[config.mk]
export PLATFORM = sky130hd
export DESIGN_NAME = qrs_div_pipe
export DESIGN_NICKNAME = d
export VERILOG_FILES = /design/src/rtl/qrs_pkg.sv /design/src/rtl/qrs_div_pipe.sv
export SDC_FILE = /design/constraint.sdc
export NUM_CORES = 2
export LEC_CHECK = 0
export ABC_CLOCK_PERIOD_IN_PS = 4880
export CELL_PAD_IN_SITES_DETAIL_PLACEMENT = 0
export CELL_PAD_IN_SITES_GLOBAL_PLACEMENT = 1
export CORE_MARGIN = 8
export CORE_UTILIZATION = 40
export DETAILED_ROUTE_END_ITERATION = 10
export DONT_BUFFER_PORTS = 1
export GPL_ROUTABILITY_DRIVEN = 0
export HOLD_SLACK_MARGIN = 0.15
export PLACE_DENSITY_LB_ADDON = 0.1
export REMOVE_ABC_BUFFERS = 1
export SETUP_SLACK_MARGIN = 0.2
export SLEW_MARGIN = 20
export SYNTH_ARGS = -nofsm -noshare
export SYNTH_HDL_FRONTEND = slang
export SYNTH_SLANG_ARGS = --single-unit
export TNS_END_PERCENT = 10
[constraint.sdc]
create_clock -name clock -period 4.88 [get_ports clock]
set_clock_uncertainty 0.2 [all_clocks]
set_input_delay 0.976 -clock clock [delete_from_list [all_inputs] [get_ports clock]]
set_output_delay 0.976 -clock clock [all_outputs]
set_load 0.01 [all_outputs]
[src/rtl/qrs_pkg.sv]
// shared types and constants for the quadratic root solver
package qrs_pkg;

   localparam int COEF_BITS = 16;
   localparam int FRAC_BITS = 8;
   localparam int DISC_W    = 2 * COEF_BITS + 2;
   localparam int ROOT_W    = DISC_W / 2;
   localparam int NUM_W     = COEF_BITS + 3;
   localparam int MAG_W     = COEF_BITS + 1;
   localparam int QUO_W     = MAG_W + 2 * FRAC_BITS;
   localparam int DEN_W     = COEF_BITS + 1;
   localparam int OUT_W     = 32;

   typedef enum logic [1:0] {
      KIND_TWO    = 2'd0,
      KIND_DOUBLE = 2'd1,
      KIND_NONE   = 2'd2,
      KIND_AZERO  = 2'd3
   } kind_type;

   typedef struct packed {
      kind_type                       kind;
      logic signed [DISC_W-1:0]       disc;
      logic signed [COEF_BITS-1:0]    a;
      logic signed [COEF_BITS-1:0]    b;
      logic                           neg_p;
      logic                           neg_m;
   } side_type;

endpackage

[src/rtl/qrs_div_pipe.sv]
// pipelined unsigned restoring divider, one quotient bit per stage
module qrs_div_pipe (
   input  logic                          clock,
   input  logic                          en,
   input  logic [qrs_pkg::QUO_W-1:0]     dividend,
   input  logic [qrs_pkg::DEN_W-1:0]     divisor,
   output logic [qrs_pkg::QUO_W-1:0]     quotient
);
   import qrs_pkg::*;

   logic [QUO_W-1:0] dq_ff  [0:QUO_W];
   logic [DEN_W-1:0] den_ff [0:QUO_W];
   logic [DEN_W-1:0] rem_ff [0:QUO_W];

   always_comb begin
      dq_ff[0]  = dividend;
      den_ff[0] = divisor;
      rem_ff[0] = '0;
   end

   for (genvar k = 0; k < QUO_W; k++) begin : g_stage
      logic [DEN_W:0] part_in;
      logic           take_in;

      always_comb begin
         part_in = {rem_ff[k], dq_ff[k][QUO_W-1]};
         take_in = (part_in >= {1'b0, den_ff[k]});
      end

      always_ff @(posedge clock) begin
         if (en) begin
            dq_ff[k+1]  <= {dq_ff[k][QUO_W-2:0], take_in};
            den_ff[k+1] <= den_ff[k];
            rem_ff[k+1] <= take_in ? DEN_W'(part_in - {1'b0, den_ff[k]})
                                   : part_in[DEN_W-1:0];
         end
      end
   end

   assign quotient = dq_ff[QUO_W];

endmodule

==> results.toml <==
[place]
place_inst = 10259
place_hpwl_um = 134000
port_buffers = 0
placed_area_sq_um = 103000

[worst_setup_path]
crit_chain = "inv_1 -> ha_1 -> inv_1 -> fa_1 -> a211oi_1 -> o21ai_0 -> a31o_2 -> o211ai_1 -> a21oi_1 -> o21ai_2 -> buf_12 -> mux2_2"
critPathLaunchType = "flip-flop"
rr_startpoint = "dq_ff[923]"
startpoint = "dq_ff[923]"
cp.required_ns = 5.23
crit_buf_inv = 3
critPathTopFamily = "compound AO/OA/AOI/OAI gates"
endpoint_kind = "flip-flop"
critPathMaxStageDelay_ns = 0.50
crit_top_cell = "inv_1"
cp_max_fo = 21
path_class = "flip-flop to flip-flop"
arrival_ns = 4.33
crit_slowest_cell = "o21ai_2"

[global_routing]
grt_pass1_wl_um = 303000
grt_pass1_vias = 53197
grt_max_degree = 132
antenna_found_initial = 5
grt_usage_pct = 14.2
grt-ovfl-total = 0

[pwr]
p_per_area_nw_per_um2 = 628
vdd_drop_max_uv = 476
switching_share_pct = 32.4
p_sw_mw = 22.7
p_leak_nw = 42.4
combPwrFrac_pct = 34.1
totalPowerFinal_mw = 70.0
clockPowerShare_pct = 26.6
p_int_mw = 47.3
p_seq_share_pct = 39.4

[detailed_routing]
num_vias = 54373
wl_per_cell_um = 17.7
wirelength_um = 191000
drtIter0Drc = 3713
viasPerCell = 5.06
drc = 0
ant_nets = 0
firstDrtPassIters = 5

[sta]
hold_viol = 0
period_needed_ns = 3.98
finalSetupViolCount = 0
finalMaxSlewViolations = 0
finalSetupTns_ns = 0
tightest_slew_ns = 1.02
rsz0062_at_grt = "no"
max_freq_ghz = 0.251
worst_slew_margin_rel_pct = 31.9
post-route-period-util_pct = 81.6

[flow_run]
cap_violations = 0

[synthesis]
ys_ff_latch = 2177
ys_types = 95
syn_inst = 7079
synth_area_sq_um = 98300
ys_async_sr_fraction_pct = 0
yosysSeqAreaShare_pct = 66.5
ys.warnings.count = 0
synth_edf_count = 2177
postSynthAreaPerCell_sq_um = 13.9
yosys_most_used_dff = "edfxtp_1"

[finish]
final_layout_size_suffix_gt1_share_pct = 10.0
post-route-cell-area_sq_um = 111000
post-route-util_pct = 45.5
final_cells = 10747
nets = 7954
areaGrowthSynthToFinish_pct = 13.4

[floorplan]
design.die.area_sq_um = 262000
initial_core_util_pct = 40.1
core_sq_um = 245000
ios = 85
rows = 182
fp.dieH_um = 512
die_x_um = 512

[clocking]
tritoncts = "done"
clock_sinks = 2177
cts.clk_slew.worst_paths_ns = 0.06
clockRootBuffer = "clkbuf_16"
cts_buffers = 235
cts-htree-levels = 4
insertion_delay_ns = 0.86
cts.path.max_buffers = 3
cts.repair.resized = 0

[min_path]
hp-start = "dq_ff[1020]"
min_path_type = "flip-flop to flip-flop"

[status]
status = "completed"
## repair_timing
action,CTS,global route
hold buffers,49,0
endpoints found under the hold margin,56,0
buffers inserted,0,0
## cell type report
cell class	count	area [sq um]
antenna	1	2.50
clock buffer	267	6000
clock inverter	171	2210
fill	21729	134000
inverter	714	2680
multi-input combinational	4052	29600
sequential	2177	65400
tap	3220	4030
timing repair buffer	145	1540
## path summary, 6_finish.rpt
check	to	slack (ns)	cells after the start
worst max-delay path	g_stage[7].part_in[7]	0.90	12
worst min-delay path	dq_ff[988]	0.20	0
worst max register to register	g_stage[7].part_in[7]	0.90	12
worst min register to register	dq_ff[988]	0.20	0
## power groups by stage
stage	clock [mW]	sequential, mW	combinational, mW
after detailed placement	0	28.0	23.6
final	18.6	27.6	23.8
after global routing	20.0	28.0	26.8
after global placement	0	28.1	23.5
after CTS	19.3	27.7	23.9
after floorplan	0	26.9	18.1
## registers in the layout, summed over array words and instances (netlist names)
register,flops
dq_ff,1056
den_ff,544
g_stage.part_in,544
quotient,33
## cell usage in the layout (no fill, tap or decap), types with 69 or more instances in the layout
cell type	count
xnor2_1	212
nand2_1	420
o21ai_0	460
nand2b_1	78
clkbuf_16	235
a21o_1	177
edfxtp_1	2177
mux2_2	228
a21oi_1	432
nor3_1	71
xor2_1	162
inv_1	713
buf_4	70
ha_1	546
nor2_1	330
nand3_1	71
a31oi_1	69
## cell families (layout without fill, tap and decap cells)
kind of cell | after synthesis | in the layout | synth area share (%)
buffers and inverters | 850 | 1297 | 3.44
muxes | 261 | 261 | 2.99
AOI/OAI and AO/OA | 1578 | 1578 | 10.1
adders and majority gates | 577 | 577 | 7.58
DFF | 2177 | 2177 | 66.5
and+or+nand+nor | 1262 | 1262 | 6.07
xor gates and xnor gates | 374 | 374 | 3.33
other | 0 | 1 | 0
## metal layers
metal	up-vias	global-route usage, %	wire [um]
met2	921	21.1	82000
met5	-	0	0
li1	26876	-	-
met3	281	2.47	8260
met4	0	3.62	4340
met1	26295	21.4	96100
## worst register-to-register path: cells and delay by family, from the launching register on
family / cells / cell delay [ns]
AOI/OAI and AO/OA: 6 / 1.80
adders and majority gates: 2 / 0.60
DFF: 1 / 0.39
buffers and inverters: 3 / 0.36
muxes: 1 / 0.36
## stage by stage
stage / setup WS [ns] / hold slack (ns)
floorplan: -0.273 / 0.200
global placement: 1.03 / 0.201
detailed placement: 0.974 / 0.205
CTS: 0.955 / 0.179
global route: 0.703 / 0.206
finish: 0.900 / 0.200
## synthesized netlist by cell type, types with 66 or more instances
library cell,n,area share [%]
o21a_1,66,0.50
xnor2_1,212,1.9
nand2_1,420,1.6
ha_1,546,7.0
mux2_2,228,2.6
a31oi_1,69,0.44
nor2_1,330,1.3
nand2b_1,78,0.50
o21ai_0,460,2.3
a21o_1,177,1.4
edfxtp_1,2177,67
a21oi_1,433,2.2
xor2_1,162,1.4
nor3_1,71,0.36
nand3_1,71,0.36
nand4_1,66,0.42
inv_1,713,2.7
clkbuf_1,73,0.28
Note: power is estimated with default switching activity, not from simulation.
