### src/rtl/qrs_pkg.sv
// shared types and constants for the quadratic root solver
package qrs_pkg;

   localparam int COEF_BITS = 16;
   localparam int FRAC_BITS = 8;
   localparam int DISC_W    = 2 * COEF_BITS + 2;
   localparam int ROOT_W    = DISC_W / 2;
   localparam int NUM_W     = COEF_BITS + 3;
   localparam int MAG_W     = COEF_BITS + 1;
   localparam int QUO_W     = MAG_W + 2 * FRAC_BITS;
   localparam int DEN_W     = COEF_BITS + 1;
   localparam int OUT_W     = 32;

   typedef enum logic [1:0] {
      KIND_TWO    = 2'd0,
      KIND_DOUBLE = 2'd1,
      KIND_NONE   = 2'd2,
      KIND_AZERO  = 2'd3
   } kind_type;

   typedef struct packed {
      kind_type                       kind;
      logic signed [DISC_W-1:0]       disc;
      logic signed [COEF_BITS-1:0]    a;
      logic signed [COEF_BITS-1:0]    b;
      logic                           neg_p;
      logic                           neg_m;
   } side_type;

endpackage

### src/rtl/qrs_sqrt_pipe.sv
// pipelined integer square root, one result bit per stage
module qrs_sqrt_pipe (
   input  logic                          clock,
   input  logic                          en,
   input  logic [qrs_pkg::DISC_W-1:0]    rad,
   output logic [qrs_pkg::ROOT_W-1:0]    root
);
   import qrs_pkg::*;

   localparam int REM_W = ROOT_W + 3;

   logic [DISC_W-1:0] rad_ff  [0:ROOT_W];
   logic [ROOT_W-1:0] root_ff [0:ROOT_W];
   logic [REM_W-1:0]  rem_ff  [0:ROOT_W];

   always_comb begin
      rad_ff[0]  = rad;
      root_ff[0] = '0;
      rem_ff[0]  = '0;
   end

   for (genvar k = 0; k < ROOT_W; k++) begin : g_stage
      logic [REM_W-1:0]  rem_in;
      logic [REM_W-1:0]  trial_in;
      logic              take_in;

      always_comb begin
         rem_in   = {rem_ff[k][REM_W-3:0], rad_ff[k][DISC_W-1 -: 2]};
         trial_in = {root_ff[k][ROOT_W-2:0], 2'b01};
         take_in  = (rem_in >= trial_in);
      end

      always_ff @(posedge clock) begin
         if (en) begin
            rad_ff[k+1]  <= {rad_ff[k][DISC_W-3:0], 2'b00};
            root_ff[k+1] <= {root_ff[k][ROOT_W-2:0], take_in};
            rem_ff[k+1]  <= take_in ? (rem_in - trial_in) : rem_in;
         end
      end
   end

   assign root = root_ff[ROOT_W];

endmodule

### config.mk
export PLATFORM = sky130hd
export DESIGN_NAME = qrs_sqrt_pipe
export DESIGN_NICKNAME = d
export VERILOG_FILES = /design/src/rtl/qrs_pkg.sv /design/src/rtl/qrs_sqrt_pipe.sv
export SDC_FILE = /design/constraint.sdc
export NUM_CORES = 1
export LEC_CHECK = 0
export ABC_AREA = 1
export BUFFER_PORTS_ARGS = -buffer_cell sky130_fd_sc_hd__buf_2
export CAP_MARGIN = 20
export CORE_MARGIN = 5
export CORE_UTILIZATION = 23
export DETAILED_ROUTE_END_ITERATION = 10
export PLACE_DENSITY = 0.46
export SKIP_LAST_GASP = 1
export SYNTH_ARGS = -nofsm -noshare
export SYNTH_HDL_FRONTEND = slang
export SYNTH_SLANG_ARGS = --single-unit
### constraint.sdc
create_clock -name clock -period 3.9 [get_ports clock]
set_clock_uncertainty 0.2 [all_clocks]
set_input_delay 0.39 -clock clock [delete_from_list [all_inputs] [get_ports clock]]
set_output_delay 0.39 -clock clock [all_outputs]
set_load 0.05 [all_outputs]
==> impl_metrics.ini, run 1 <==
[floorplanning]
initial_core_util = 0.231
die_w_um = 405
core-area_sq_um = 156000
pin_count = 53
fp.dieH_um = 405
rows = 145
dieArea_sq_um = 164000

[timing]
worst_slew_pin_slew_ps = 825
fin_crit_ps = 2800
tns_ps = 0
slew_violations = 0
clock.fmax_ghz = 0.357
setup_viol = 0
fin_crit_sh = 0.719
fin_ws_ps = 1100
hold_viol_final = 0
rsz0062_at_grt = no
relSlewSlack = 0.450

[critical_path]
critPathRequiredTime_ps = 4130
cp-start-kind = flop
cp_slowest_cell = nand3_1
slowest_delay_ps = 450
path_cells = ha_1 -> a21oi_1 -> inv_1 -> nand2_1 -> nand2_1 -> nor2_1 -> nand3_1 -> inv_2 -> nor2_1 -> nand2_1 -> nand2_1
cp_num_buf_inv = 2
critPathMostFrequentCell = nand2_1
r2r_slack_ps = 1100
cp_max_fo = 16
crit_path_end_kind = flop
worst-setup-path-type = reg2reg
crit_arrival_ps = 3030
critPathTopFamily = simple AND/OR/NAND/NOR gates

[grt]
antenna_found_initial = 0
grt_pass1_wl_mm = 129
grt_max_degree = 101
overflow = 0
first_global_vias = 24000
grt_use_total = 0.0974

[clocking]
clock-sinks = 693
cts_root_buf = clkbuf_16
cts_resized = 0
clkTransAtPathRegs_ps = 60
htree_num_levels = 3
cts_tree = done
insertion_delay_ps = 680
cts_made_buffers = 85
cts_buffer_depth = 3

[finish]
fin_nets = 4045
layout-drive-gt1-share = 0.0978
syn2layout_area_growth_pct = 16.8
nFillCells = 16400

[power_and_ir_drop]
leakage_nw = 17.7
ir_drop_uv = 327
finalPower_mw = 21.1
power_density_nw_per_um2 = 503

[run_status]
status = finished clean

[placement]
gp_congestion = 0.858
dp_hpwl_mm = 59.7
portBuffers = 52
place_ws_ps = 1120

[synthesis]
synthTopCellsByArea = edfxtp_1 58%, nand2_1 11%, ha_1 5.9%
ys_seq_area_frac = 0.579
synth_top_area_cell = edfxtp_1
syn_area_sq_um = 36000
yosysWarnings = 0
synthCells = 3674
synth-seq-cells = 693
synth.distinct_cells = 48
synth.top_cell.area_share = 0.579
synth_nets = 3881
syn-mean-instance-area_sq_um = 9.79

[routing]
drt_first_pass_iters = 5
drtAntennaViolNets = 0
detail_route.wl_per_cell_um = 13.4
drc_errors = 0
vias = 24100
wl_mm = 80.1
viasPerCell = 4.04
drtIter0Drc = 1577

[flow_run]
maxCapViolCount = 0

[min_path]
worstHoldPathType = in2reg
## synthesized netlist by cell type, drive strengths merged
cell type / count
a31oi: 1
ha: 171
or2: 8
xnor2: 41
a21o: 5
o211ai: 4
o21a: 3
nand3b: 30
a21oi: 184
nand4: 54
conb: 1
xor2: 59
clkbuf: 1
nand3: 232
o21ai: 151
o21bai: 7
nor4: 5
buf: 29
and2: 3
and3: 1
edfxtp: 693
nor3: 42
nor2: 301
nor3b: 1
inv: 566
a21boi: 1
nand2: 1080
## metal layers
metal  global-route usage  routed length (um)  share of wire  up-vias
met5                    0                   0              0        -
met4               0.0339                2340          0.029        0
met3               0.0148                2570          0.032      130
met2                0.158               36200           0.45      318
met1                0.133               39000           0.49    11100
li1                     -                   -              -    12600
## final timing paths
check,startpoint,end,depth (start not counted)
max,g_stage[5].rem_in[5],g_stage[6].rem_in[13],11
max reg2reg,g_stage[5].rem_in[5],g_stage[6].rem_in[13],11
min reg2reg,rad_ff[568],rad_ff[536],0
min,rad[26],rad_ff[572],2
## through the flow
step           cell area (sq um)   util  hold WS, ps  instances
5_1_grt                    42000  0.270          171       5965
3_5_place_dp               38800  0.249          205       5773
3_3_place_gp               38800  0.249          200       5773
2_1_floorplan              36000      -          200       3674
6_report                   42000  0.270          208       5966
4_1_cts                    42000  0.270          125       5965
## area by class of cell
type	instances	area [sq um]	area share
diodes	1	2.50	0.0000596
clock buffers	100	2180	0.0520
clock inverters	56	658	0.0157
inverters	566	2130	0.0507
multi-input cells	2385	12700	0.303
flip-flops and latches	693	20800	0.495
well taps	2058	2570	0.0613
repair buffers	107	911	0.0217
## report_power, final
part | internal, mW | switching, mW | leakage (nW) | total, mW
Combinational | 1.27 | 2.34 | 9.67 | 3.62
Clock | 4.67 | 3.26 | 1.38 | 7.93
Sequential | 9.14 | 0.462 | 6.64 | 9.61
## cells by family (layout without fill, tap and decap cells)
logic type               after synthesis  after routing  share of synthesized area
AO/OA/AOI/OAI                        356            356                     0.0583
other                                  1              2                   0.000104
adder cells (fa/ha/maj)              171            171                     0.0595
XOR/XNOR                             100            100                     0.0244
flip-flops                           693            693                      0.579
AND/OR/NAND/NOR                     1757           1757                      0.212
buffers and inverters                596            829                     0.0673
## registers in the layout, summed over array words and instances (netlist names)
signal,cells
g_stage.trial_in,136
root,17
rad_ff,240
g_stage.rem_in,300
## layout by cell type (no fill, tap or decap), types with 8 or more instances in the layout
cell type | Yosys | layout
a21oi_1 | 146 | 146
clkbuf_16 | 0 | 85
o21ai_2 | 29 | 29
buf_2 | 8 | 51
nand3_2 | 8 | 8
xor2_1 | 59 | 59
nand4_1 | 53 | 53
buf_12 | 3 | 11
buf_4 | 5 | 8
nor2_1 | 278 | 278
a21oi_2 | 37 | 37
clkbuf_1 | 1 | 15
bufinv_16 | 0 | 9
nor3_1 | 40 | 40
nand3b_1 | 30 | 30
nand2_2 | 52 | 52
inv_1 | 549 | 549
o21ai_1 | 27 | 27
ha_1 | 171 | 171
nor2_2 | 16 | 16
dlygate4sd3_1 | 0 | 36
o21ai_0 | 95 | 95
clkinv_2 | 0 | 13
clkinv_1 | 0 | 18
edfxtp_1 | 693 | 693
nand3_1 | 222 | 222
inv_2 | 16 | 16
xnor2_1 | 41 | 41
nand2_1 | 1021 | 1021
## timing repair
| action | in CTS | in global routing |
|---|---|---|
| hold buffers | 36 | 0 |
| endpoints found under the hold margin | 39 | 0 |
| endpoints found under the setup margin | 0 | 0 |
| setup buffers | 0 | 0 |
Power figures use the tool's default switching activity.
==> inputs of run 2 (changes only) <==
Settings changed: ABC_AREA 1 to 0.
Clock period 3.9 ns to 2.6 ns, I/O delays scaled along.
==> impl_metrics.ini, run 2 <==
[run_status]
violations = negative setup slack
status = finished with violations

[routing]
drc_errors = 0
drtAntennaViolNets = 0
drt_first_pass_iters = 5
wl_mm = 64.3
met2_length_mm = 34.5
viasPerCell = 4.06
highest_layer = met4
drtIter0Drc = 732
wl_met3_mm = 2.03
drt-met1-wl_mm = 25.0
vias = 20300
detail_route.wl_per_cell_um = 12.9

[finish]
finish.utilization = 0.324
largest_reg_flops = 300
syn2layout_area_growth_pct = 40.2
n_antenna_cell = 0
fin_nets = 3340
nFillCells = 13600
layout-drive-gt1-share = 0.362
final_common_cell = edfxtp_1
final_cell_mix = 693 x edfxtp_1, 551 x buf_4, 169 x inv_1
fin_area_sq_um = 44400

[critical_path]
worst-setup-path-type = reg2reg
path_cells = ha_4 -> nand4_1 -> or4_4 -> o31ai_4 -> or2_4 -> buf_12 -> mux2_4
slowest_delay_ps = 530
critPathLaunch = g_stage[12].rem_in[11]
critPathRequiredTime_ps = 2800
cp_slowest_cell = or4_4
reg2reg_from = g_stage[12].rem_in[11]
crit_path_end_kind = flop
cp-start-kind = flop
crit_arrival_ps = 2880
r2r.worst_path.cells = 7
cp_max_fo = 7

[synthesis]
synthTopCellsByArea = edfxtp_1 66%, ha_1 6.8%, xnor2_1 3.0%
synth_edf_count = 693
synth.top_cell.area_share = 0.657
synth_top_area_cell = edfxtp_1
ys.flop_type = edfxtp_1
syn_area_sq_um = 31700
yosys-top-cells-count = 693 x edfxtp_1, 195 x inv_1, 171 x ha_1
synth.distinct_cells = 75
synthCells = 2375
synth_nets = 2582
ys_seq_area_frac = 0.657
yosysWarnings = 0
post-synth-top-count-cell = edfxtp_1
syn-mean-instance-area_sq_um = 13.3
async_reset_ff_frac = 0
synth-seq-cells = 693

[min_path]
worstHoldPathType = in2reg
hold_depth = 2
hold_start = rad[2]

[power_and_ir_drop]
leakage_nw = 17.2
finalPower_mw = 32.7
ir_drop_uv = 425
power_density_nw_per_um2 = 736

[clocking]
clock-sinks = 693
cts_buffer_depth = 3
cts_tree = done
insertion_delay_ps = 660
clkTransAtPathRegs_ps = 60
cts_root_buf = clkbuf_16
cts_made_buffers = 85
htree_num_levels = 3

[floorplanning]
fp.dieH_um = 381
core-area_sq_um = 137000
pin_count = 53
rows = 136
dieArea_sq_um = 145000
initial_core_util = 0.231
die_w_um = 381

[grt]
grt_pass1_wl_mm = 103
overflow = 0
first_global_vias = 20800
grt_max_degree = 82
grt_use_total = 0.0857
antenna_found_initial = 0

[timing]
fin_crit_ps = 2680
relSlewSlack = 0.621
worst_slew_pin_slew_ps = 563
setup_viol = 29
rsz0062_at_grt = yes
slew_violations = 0
hold_viol_final = 0
clock.fmax_ghz = 0.373
fin_crit_sh = 1.03
tns_ps = -802
fin_ws_ps = -79.8

[placement]
gp_congestion = 0.800
dp_hpwl_mm = 43.8
portBuffers = 52
placed_area_sq_um = 38100

[flow_run]
maxCapViolCount = 0
run 2: power breakdown:
part | internal (mW) | total, mW | leakage, nW | switching [mW]
Sequential | 13.9 | 14.6 | 6.64 | 0.691
Clock | 6.73 | 11.3 | 1.30 | 4.61
Combinational | 3.54 | 6.76 | 9.30 | 3.22
run 2: stage by stage:
| step | std cells | worst slack, ps | hold WS (ps) |
|---|---|---|---|
| final | 4994 | -79.8 | 116 |
| after global placement | 4664 | -416 | 201 |
| after floorplan | 2375 | -208 | 159 |
| after detailed placement | 4664 | -379 | 205 |
| after global routing | 4994 | -173 | 64.1 |
| after CTS | 4926 | -103 | 31.2 |
run 2: cell type report:
| cell class | instances | area [sq um] | share of cell area |
|---|---|---|---|
| Clock inverter | 50 | 489 | 0.0110 |
| Tap cell | 1794 | 2240 | 0.0506 |
| Inverter | 195 | 736 | 0.0166 |
| Multi-Input combinational cell | 1452 | 12100 | 0.273 |
| Clock buffer | 104 | 2200 | 0.0495 |
| Timing Repair Buffer | 706 | 5820 | 0.131 |
| Sequential cell | 693 | 20800 | 0.469 |
run 2: routing by layer:
layer | GRT usage | vias up
met3 | 0.0187 | 159
met2 | 0.161 | 235
met4 | 0.0387 | 0
li1 | - | 10300
met1 | 0.0915 | 9545
met5 | 0 | -
run 2: cells by family (layout without fill, tap and decap cells):
family | count (synthesis) | count (layout) | synth area share
AOI/OAI and AO/OA | 453 | 454 | 0.0860
xor gates and xnor gates | 204 | 204 | 0.0564
adders and majority gates | 171 | 171 | 0.0675
buffers and inverters | 231 | 1055 | 0.0278
DFF | 693 | 693 | 0.657
muxes | 35 | 35 | 0.0122
other | 1 | 1 | 0.000118
and+or+nand+nor | 587 | 587 | 0.0930
run 2: repair_timing:
| item | in CTS | in global routing |
|---|---|---|
| pin swaps | 57 | 89 |
| hold buffers | 36 | 0 |
| endpoints found under the setup margin | 206 | 204 |
| buffers inserted | 74 | 62 |
| endpoints found under the hold margin | 249 | 0 |
| resized for setup | 184 | 278 |
| cloned | 0 | 11 |
run 2: worst max-delay path: cells and delay by family, from the launching register on:
| family | cells | cell delay (ps) |
|---|---|---|
| compound gates | 1 | 190 |
| fa+ha+maj | 1 | 320 |
| buf+inv | 1 | 140 |
| flops | 1 | 440 |
| mux | 1 | 300 |
| simple gates | 3 | 840 |
run 2: final timing paths:
check	to	slack, ps
setup / recovery	g_stage[13].rem_in[8]	-80
hold reg to reg	rad_ff[303]	190
hold / removal	rad_ff[548]	120
setup reg to reg	g_stage[13].rem_in[8]	-80
==> inputs of run 3 (changes only) <==
Settings changed: CORE_ASPECT_RATIO set to 1.1.
==> impl_metrics.ini, run 3 (synthesis gave the netlist of run 2 again) <==
[finish]
final_common_cell = edfxtp_1
finish.utilization = 0.324
fin_nets = 3329
layout-drive-gt1-share = 0.358
syn2layout_area_growth_pct = 39.8
fin_cells = 4985
largest_reg_flops = 300
n_antenna_cell = 0
nFillCells = 13500
final_cell_mix = 693 x edfxtp_1, 537 x buf_4, 178 x inv_1
multi_input_area_sq_um = 12200
fin_area_sq_um = 44300
ff_latch_area_sq_um = 20800

[grt]
grt_max_degree = 71
grt_use_total = 0.0878
overflow = 0
first_global_vias = 21000
antenna_found_initial = 0
grt_pass1_wl_mm = 104

[min_path]
hold_start = rad[13]
hold_depth = 2
holdPathEnd = rad_ff[559]
worstHoldPathType = in2reg

[critical_path]
r2r.worst_path.cells = 8
reg2reg_from = g_stage[7].rem_in[2]
worst-setup-path-type = reg2reg
cp-start-kind = flop
crit_path_end_kind = flop
timing.rr.end = g_stage[8].rem_in[18]
r2r_slack_ps = -140
cp_max_fo = 4
crit_arrival_ps = 2920
critPathRequiredTime_ps = 2780

[routing]
drt_first_pass_iters = 5
wl_mm = 65.3
detail_route.wl_per_cell_um = 13.1
drc_errors = 0
drtIter0Drc = 702
viasPerCell = 4.06
drtAntennaViolNets = 0
vias = 20200

[timing]
tns_ps = -3980
slew_violations = 0
setup_viol = 83
fin_crit_ps = 2740
hold_viol_final = 0
worst_slew_pin_slew_ps = 564
rsz0062_at_grt = yes
fin_crit_sh = 1.05
fin_ws_ps = -138
clock.fmax_ghz = 0.365
relSlewSlack = 0.623

[floorplanning]
initial_core_util = 0.232
die_w_um = 364
pin_count = 53
fp.dieH_um = 399
dieArea_sq_um = 145000
rows = 142
core-area_sq_um = 137000

[placement]
gp_congestion = 0.783
place_ws_ps = -400
portBuffers = 52
placed_area_sq_um = 38300
dp_hpwl_mm = 45.2
placedCellCount = 4684

[flow_run]
maxCapViolCount = 0

[clocking]
cts_tree = done
htree_num_levels = 3
cts_root_buf = clkbuf_16
clkTransAtPathRegs_ps = 60
insertion_delay_ps = 660
cts_buffer_depth = 3
cts_made_buffers = 83
clock-sinks = 693

[run_status]
status = finished with violations
violations = negative setup slack

[power_and_ir_drop]
ir_drop_uv = 494
power_density_nw_per_um2 = 723
leakage_nw = 17.2
==> run 3: metrics by stage <==
step | power, mW | hold WS (ps)
floorplan | 17.9 | 159
detailed placement | 20.4 | 205
CTS | 31.9 | 30.1
finish | 32.0 | 107
global route | 33.9 | 66.5
global placement | 20.3 | 201
==> run 3: timing repair <==
| action | CTS | global route |
|---|---|---|
| hold buffers | 36 | 0 |
| setup buffers | 68 | 54 |
| gates resized for setup | 197 | 273 |
| endpoints found under the setup margin | 214 | 235 |
| cloned | 4 | 7 |
| hold endpoints to repair | 61 | 0 |
| pin swaps | 65 | 84 |
==> run 3: layout make-up <==
cell class              instances  area share
multi-input cells            1453       0.275
clock inverters                52     0.00904
inverters                     195      0.0166
well taps                    1800      0.0508
clock buffers                  96      0.0480
flip-flops and latches        693       0.470
repair buffers                696       0.130
==> run 3: worst max-delay path, cell delays in order, from the launching register on <==
cell and delay [ps]:
edfxtp_1 380, ha_1 320, nor2b_4 140, o31a_1 270
o41a_1 360, o21ai_2 190, nand2_2 120, or3_4 350
xnor2_1 120
==> run 3: report_power, final <==
part | internal (mW) | total (mW) | switching (mW)
Sequential | 13.9 | 14.6 | 0.682
Combinational | 3.50 | 6.74 | 3.23
Clock | 6.10 | 10.7 | 4.62
Total | 23.5 | 32.0 | 8.54
==> run 3: how the worst max path moves through the flow <==
stage / from / endpoint / slack, ps / cells past startpoint
global route: g_stage[7].trial_in[2] / g_stage[8].rem_in[18] / -240 / 9
detailed placement: g_stage[15].rem_in[5] / g_stage[16].rem_in[9] / -400 / 9
finish: g_stage[7].rem_in[2] / g_stage[8].rem_in[18] / -140 / 8
CTS: g_stage[5].trial_in[6] / g_stage[6].rem_in[16] / -160 / 10
floorplan: g_stage[4].rem_in[7] / g_stage[5].rem_in[18] / -210 / 9
global placement: g_stage[15].rem_in[5] / g_stage[16].rem_in[8] / -450 / 9
==> run 3: routing by layer <==
layer / global-route usage / vias to the layer above / part of all wire
li1: - / 10300 / -
met4: 0.0469 / 0 / 0.050
met2: 0.173 / 239 / 0.57
met3: 0.0185 / 145 / 0.031
met5: 0 / - / 0
met1: 0.0843 / 9541 / 0.35
